$ cat src/rtl/core/svtd_pkg.sv
package svtd_pkg;

    // request kinds
    localparam logic REQ_TICK    = 1'b0;
    localparam logic REQ_COMMAND = 1'b1;

    // command codes
    localparam logic [2:0] CMD_NONE  = 3'd0;
    localparam logic [2:0] CMD_CLOSE = 3'd1;
    localparam logic [2:0] CMD_OPEN  = 3'd2;
    localparam logic [2:0] CMD_PULSE = 3'd3;

    // mode codes as held in the mode register
    localparam logic [1:0] MODE_NONE  = 2'd0;
    localparam logic [1:0] MODE_PULSE = 2'd3;

    // configuration register indexes
    localparam logic [2:0] CFG_NORMALLY_OPEN  = 3'd0;
    localparam logic [2:0] CFG_SPECIAL_VALVE  = 3'd1;
    localparam logic [2:0] CFG_PULSE_WAIT_MS  = 3'd2;
    localparam logic [2:0] CFG_MAX_POWER_MS   = 3'd3;
    localparam logic [2:0] CFG_RELIEF_WAIT_MS = 3'd4;

    localparam int unsigned CFG_INDEX_W = 3;
    localparam int unsigned CFG_DATA_W  = 16;

    // register reset values
    localparam logic [15:0] PULSE_WAIT_RST  = 16'd500;
    localparam logic [15:0] MAX_POWER_RST   = 16'd1000;
    localparam logic [15:0] RELIEF_WAIT_RST = 16'd100;

    localparam logic [15:0] ELAPSED_MAX = 16'hFFFF;

    typedef struct packed {
        logic       req_type;
        logic [2:0] command;
    } svtd_in_t;

    typedef struct packed {
        logic       drive_level;
        logic       valve_open;
        logic [1:0] active_mode;
        logic       relieving;
        logic       error_flag;
    } svtd_out_t;

endpackage

$ cat src/rtl/core/solenoid_valve_timed_driver_top.sv
// path: a word accepted into the input register has its result registered in the result register
// (input register, then result register)
// throughput: one word per cycle while the result side does not stall; the state update is a single
// pass of compares between the input register and the result register
// reset: rst_n asynchronous, active low; clears pipeline valids, valve state, error flag
// and loads the configuration registers with their default values
module solenoid_valve_timed_driver_top
    import svtd_pkg::*;
(
    input  logic                   clk,
    input  logic                   rst_n,
    // input channel
    input  logic                   in_valid,
    output logic                   in_stall,
    input  svtd_in_t               in_data,
    // result channel
    output logic                   out_valid,
    input  logic                   out_stall,
    output svtd_out_t              out_data,
    // configuration write port
    input  logic                   cfg_we,
    input  logic [CFG_INDEX_W-1:0] cfg_index,
    input  logic [CFG_DATA_W-1:0]  cfg_data
);

    // configuration registers
    logic        normally_open_reg;
    logic        special_valve_reg;
    logic [15:0] pulse_wait_reg;
    logic [15:0] max_power_reg;
    logic [15:0] relief_wait_reg;

    // valve state
    logic        drive_reg,   drive_next;
    logic [15:0] elapsed_reg, elapsed_next;
    logic [1:0]  mode_reg,    mode_next;
    logic        relief_reg,  relief_next;
    logic        error_reg,   error_next;

    // pipeline
    logic        s1_valid_reg;
    svtd_in_t    s1_data_reg;
    logic        out_valid_reg;
    svtd_out_t   out_data_reg;
    svtd_out_t   out_data_next;

    logic        out_ready;
    logic        s1_advance;
    logic        in_accept;
    logic        open_level;
    logic        close_level;

    // result register frees up when empty or when its word is taken this cycle
    assign out_ready  = !out_valid_reg || !out_stall;
    assign s1_advance = s1_valid_reg && out_ready;
    // input register refills when empty or when it moves on this cycle
    assign in_stall   = s1_valid_reg && !out_ready;
    assign in_accept  = in_valid && !in_stall;

    assign open_level  = !normally_open_reg;
    assign close_level = normally_open_reg;

    // configuration writes; indexes beyond the list fall through
    always_ff @(posedge clk or negedge rst_n)
    begin
        if (!rst_n)
        begin
            normally_open_reg <= 1'b0;
            special_valve_reg <= 1'b0;
            pulse_wait_reg    <= PULSE_WAIT_RST;
            max_power_reg     <= MAX_POWER_RST;
            relief_wait_reg   <= RELIEF_WAIT_RST;
        end
        else if (cfg_we)
        begin
            unique case (cfg_index)
                CFG_NORMALLY_OPEN:  normally_open_reg <= cfg_data[0];
                CFG_SPECIAL_VALVE:  special_valve_reg <= cfg_data[0];
                CFG_PULSE_WAIT_MS:  pulse_wait_reg    <= cfg_data;
                CFG_MAX_POWER_MS:   max_power_reg     <= cfg_data;
                CFG_RELIEF_WAIT_MS: relief_wait_reg   <= cfg_data;
                default:            ;
            endcase
        end
    end

    // one pass of the valve update for the word in the input register
    always_comb
    begin
        drive_next   = drive_reg;
        elapsed_next = elapsed_reg;
        mode_next    = mode_reg;
        relief_next  = relief_reg;
        error_next   = error_reg;

        if (s1_data_reg.req_type == REQ_TICK)
        begin
            // saturating millisecond count
            if (elapsed_reg != ELAPSED_MAX)
            begin
                elapsed_next = elapsed_reg + 16'd1;
            end

            // pulse expiry closes the valve and drops back to no mode
            if (mode_next == MODE_PULSE && elapsed_next >= pulse_wait_reg)
            begin
                drive_next   = close_level;
                elapsed_next = '0;
                mode_next    = MODE_NONE;
            end

            if (special_valve_reg)
            begin
                if (drive_next)
                begin
                    // held high too long: drop the pin and mark relief
                    if (elapsed_next >= max_power_reg)
                    begin
                        drive_next   = 1'b0;
                        elapsed_next = '0;
                        relief_next  = 1'b1;
                    end
                    // re-energise once the relief wait has run with the mark still set
                    if (relief_next && elapsed_next >= relief_wait_reg)
                    begin
                        drive_next   = 1'b1;
                        elapsed_next = '0;
                        relief_next  = 1'b0;
                    end
                end
                else if (relief_next && elapsed_next >= relief_wait_reg)
                begin
                    relief_next = 1'b0;
                end
            end
        end
        else if (s1_data_reg.command != {1'b0, mode_reg})
        begin
            // a repeat of the current mode is ignored
            case (s1_data_reg.command) inside
                CMD_NONE:
                begin
                    mode_next = MODE_NONE;
                end
                CMD_CLOSE:
                begin
                    drive_next   = close_level;
                    elapsed_next = '0;
                    mode_next    = s1_data_reg.command[1:0];
                end
                CMD_OPEN, CMD_PULSE:
                begin
                    drive_next   = open_level;
                    elapsed_next = '0;
                    mode_next    = s1_data_reg.command[1:0];
                end
                default:
                begin
                    // unknown code: sticky error, nothing else moves
                    error_next = 1'b1;
                end
            endcase
        end

        out_data_next.drive_level = drive_next;
        out_data_next.valve_open  = (drive_next == open_level);
        out_data_next.active_mode = mode_next;
        out_data_next.relieving   = relief_next;
        out_data_next.error_flag  = error_next;
    end

    // valve state commits when a word leaves the input register
    always_ff @(posedge clk or negedge rst_n)
    begin
        if (!rst_n)
        begin
            drive_reg   <= 1'b0;
            elapsed_reg <= '0;
            mode_reg    <= MODE_NONE;
            relief_reg  <= 1'b0;
            error_reg   <= 1'b0;
        end
        else if (s1_advance)
        begin
            drive_reg   <= drive_next;
            elapsed_reg <= elapsed_next;
            mode_reg    <= mode_next;
            relief_reg  <= relief_next;
            error_reg   <= error_next;
        end
    end

    // input register valid and result register valid
    always_ff @(posedge clk or negedge rst_n)
    begin
        if (!rst_n)
        begin
            s1_valid_reg  <= 1'b0;
            out_valid_reg <= 1'b0;
        end
        else
        begin
            if (in_accept)
            begin
                s1_valid_reg <= 1'b1;
            end
            else if (s1_advance)
            begin
                s1_valid_reg <= 1'b0;
            end

            if (s1_advance)
            begin
                out_valid_reg <= 1'b1;
            end
            else if (out_ready)
            begin
                out_valid_reg <= 1'b0;
            end
        end
    end

    // payload registers, no reset needed
    always_ff @(posedge clk)
    begin
        if (in_accept)
        begin
            s1_data_reg <= in_data;
        end
        if (s1_advance)
        begin
            out_data_reg <= out_data_next;
        end
    end

    assign out_valid = out_valid_reg;
    assign out_data  = out_data_reg;

endmodule

$ cat config.mk
export PLATFORM = sky130hd
export DESIGN_NAME = solenoid_valve_timed_driver_top
export DESIGN_NICKNAME = d
export VERILOG_FILES = /design/src/rtl/core/svtd_pkg.sv /design/src/rtl/core/solenoid_valve_timed_driver_top.sv
export SDC_FILE = /design/constraint.sdc
export NUM_CORES = 1
export LEC_CHECK = 0
export ABC_AREA = 1
export BUFFER_PORTS_ARGS = -buffer_cell sky130_fd_sc_hd__buf_2
export CORE_MARGIN = 5
export CORE_UTILIZATION = 35
export CTS_CLUSTER_DIAMETER = 50
export CTS_CLUSTER_SIZE = 14
export DETAILED_ROUTE_END_ITERATION = 8
export SLEW_MARGIN = 20
export SYNTH_ARGS = -nofsm -noshare
export SYNTH_HDL_FRONTEND = slang
export SYNTH_SLANG_ARGS = --single-unit
export TNS_END_PERCENT = 1
$ cat constraint.sdc
create_clock -name clk -period 7.3 [get_ports clk]
set_input_delay 1.46 -clock clk [delete_from_list [all_inputs] [get_ports clk]]
set_output_delay 1.46 -clock clk [all_outputs]
set_load 0.02 [all_outputs]
==> reports/metrics.yaml <==
logic_synthesis:
  synthCells: 751
  synth_cell_type_count: 45
  syn-num-nets: 844
  synthFlopType: "dfrtp_1"
  synthArstFlopShare: 0.880
  syn_area_um2: 5660
  synth_seq_cells: 83
  synth_edf_count: 10
  synth_warnings: 0
  ys_seq_area_frac: 0.379
  syn_avg_cell_area_um2: 7.54
floorplan:
  pin_count: 36
  die_w_um: 137
  dieArea_um2: 18800
  coreArea_um2: 15900
  start_util: 0.356
  placementRows: 46
  die_h_um: 137
route:
  viasPerCell: 4.68
  ant_nets: 0
  drt_iter0_drc: 281
  wl_um: 13400
  drcViolationCount: 0
  drtPass1Iterations: 5
  wl_per_cell_um: 13.4
  vias: 4712
sta:
  min_period_ns: 6.43
  worst_slack_ns: 0.868
  slew_viol_final: 0
  skew_ns: 0.00866
  whs_ns: 0.455
  fmax_mhz: 155
  finalHoldViolCount: 0
  tightest_slew_ns: 0.958
  finalSetupViolations: 0
  finalCritPeriodShare: 0.881
  rsz0062_at_grt: "false"
  finalSetupTns_ns: 0
  max_slew_margin: 0.361
job:
  cap_violations: 0
layout:
  areaGrowthSynthToFinish_pct: 12.6
  finalNonFillerCells: 1006
  antenna_cells: 0
  stdcell_area_um2: 6380
  final_core_utilization: 0.402
  drive_above_1_share: 0.118
  final_nets: 878
global_routing:
  grt-ovfl-total: 0
  grt_antenna_before_repair: 0
  grt_usage: 0.154
  grt_pass1_wl_um: 23000
  grt_start_max_net_pins: 74
  grt_pass1_vias: 4593
worst_setup_path:
  endpoint_kind: "flop"
  critical_path.top_delay_family: "simple AND/OR/NAND/NOR gates"
  worstSetupPathType: "reg2reg"
  cp_slowest_cell: "dfrtp_1"
  cp.depth: 40
  crit_required_ns: 7.41
  r2r_start: "elapsed_reg[0]$_DFFE_PN0P_"
  r2r_cells: 40
  cpMostUsedCell: "nand2_1"
  path_max_fanout: 17
  max_stage_delay_ns: 0.46
  path_buf_inv: 2
  cp-start-kind: "flop"
  arrival_ns: 6.54
  rrSetupSlack_ns: 0.87
  reg2reg_to: "out_data[4]$_DFFE_PP_"
worst_hold_path:
  min_delay_path_depth: 2
  hold_class: "reg2reg"
  min-delay-start: "error_reg$_DFFE_PN0P_"
  worstHoldEndpoint: "error_reg$_DFFE_PN0P_"
place:
  numPortBuffers: 35
  place_area_um2: 6060
  place.gp.congestion: 0.858
  dpl.cell_count: 989
  place_ws_ns: 0.938
  dp_hpwl_um: 10500
cts:
  cts_resized: 0
  cts_sinks: 83
  hold_buffers: 0
  cts_root_buffer: "clkbuf_16"
  cts_max_level: 3
  clock_latency_ns: 0.35
  clk_path_buf_depth: 2
  clkTransAtPathRegs_ns: 0.06
  cts_tree: "built"
  cts_buffers: 9
  post_cts.repair.setup_buffers: 0
pwr:
  p_per_area_nw_per_um2: 252
  finalPower_mw: 1.61
  leakage_nw: 3.52
  ir_worst_vdd_v: 0.000123
run_status:
  status: "completed"
-- power breakdown --
group	total (mW)	internal [mW]	switching, mW
Sequential	0.625	0.564	0.0613
Combinational	0.533	0.196	0.337
Clock	0.449	0.263	0.186
-- layout make-up --
| class | instances | area, um^2 |
|---|---|---|
| clock inverters | 7 | 68.8 |
| inverters | 136 | 510 |
| flip-flops and latches | 83 | 2150 |
| fillers | 1700 | 9510 |
| repair buffers | 36 | 193 |
| well taps | 216 | 270 |
| clock buffers | 9 | 225 |
| multi-input cells | 519 | 2970 |
-- cell families (layout without fill, tap and decap cells) --
family / after synthesis / after routing / share of synthesized area
AO/OA/AOI/OAI: 113 / 113 / 0.107
buffers and inverters: 149 / 188 / 0.0992
AND/OR/NAND/NOR: 332 / 332 / 0.255
XOR/XNOR: 9 / 9 / 0.0166
adder cells (fa/ha/maj): 65 / 65 / 0.144
flip-flops: 83 / 83 / 0.379
-- Yosys cell counts, types with 6 or more instances --
cell type | n | area share
nor2_1 | 57 | 0.038
nor3_1 | 11 | 0.0097
dfstp_2 | 15 | 0.070
edfxtp_1 | 10 | 0.053
xor2_1 | 6 | 0.0093
nand2_1 | 206 | 0.14
a21oi_1 | 27 | 0.024
inv_1 | 128 | 0.085
ha_1 | 65 | 0.14
dfrtp_1 | 58 | 0.26
clkbuf_1 | 9 | 0.0060
o21ai_0 | 67 | 0.059
nand3_1 | 31 | 0.027
-- routing by layer --
| metal | vias up | share of wire | GRT usage |
|---|---|---|---|
| met5 | - | 0 | 0 |
| met4 | 0 | 0.017 | 0.0493 |
| met1 | 2142 | 0.51 | 0.219 |
| met3 | 13 | 0.037 | 0.0303 |
| met2 | 86 | 0.43 | 0.236 |
| li1 | 2471 | - | - |
-- tightest hold or removal path: stages, from the launching register on --
cell and delay [ns]:
dfrtp_1 0.32, inv_1 0.04, o21ai_0 0.06
-- cell usage in the layout, fill, tap and decap left out, types with 2 or more instances in the layout --
cell type | Yosys | layout
nand2_2 | 3 | 3
o21ai_1 | 3 | 3
a21o_1 | 3 | 3
nand2_1 | 206 | 206
inv_1 | 128 | 128
nor2_1 | 57 | 57
nand3_1 | 31 | 29
nand4_1 | 5 | 5
nor4_1 | 2 | 2
dfrtp_1 | 58 | 58
ha_1 | 65 | 65
inv_2 | 4 | 4
a31oi_1 | 3 | 3
nand2_4 | 2 | 2
o21ai_0 | 67 | 67
buf_2 | 2 | 34
a21oi_1 | 27 | 27
edfxtp_1 | 10 | 10
o2111ai_1 | 2 | 2
clkinv_1 | 4 | 6
clkinv_4 | 0 | 3
nand3b_1 | 2 | 2
nor3_1 | 11 | 11
nand3_2 | 5 | 7
clkbuf_16 | 0 | 9
o211ai_1 | 2 | 2
dfstp_2 | 15 | 15
xor2_1 | 6 | 6
-- worst max path at each step --
stage          slack [ns]                    end                       start
4_1_cts              0.92  out_data[4]$_DFFE_PP_  elapsed_reg[0]$_DFFE_PN0P_
5_1_grt              0.17  out_data[4]$_DFFE_PP_  elapsed_reg[0]$_DFFE_PN0P_
2_1_floorplan        2.24  out_data[4]$_DFFE_PP_  elapsed_reg[0]$_DFFE_PN0P_
6_report             0.87  out_data[4]$_DFFE_PP_  elapsed_reg[0]$_DFFE_PN0P_
3_3_place_gp         0.93  out_data[4]$_DFFE_PP_  elapsed_reg[0]$_DFFE_PN0P_
3_5_place_dp         0.94  out_data[4]$_DFFE_PP_  elapsed_reg[0]$_DFFE_PN0P_
No activity file was read; power rests on OpenSTA's default activity.
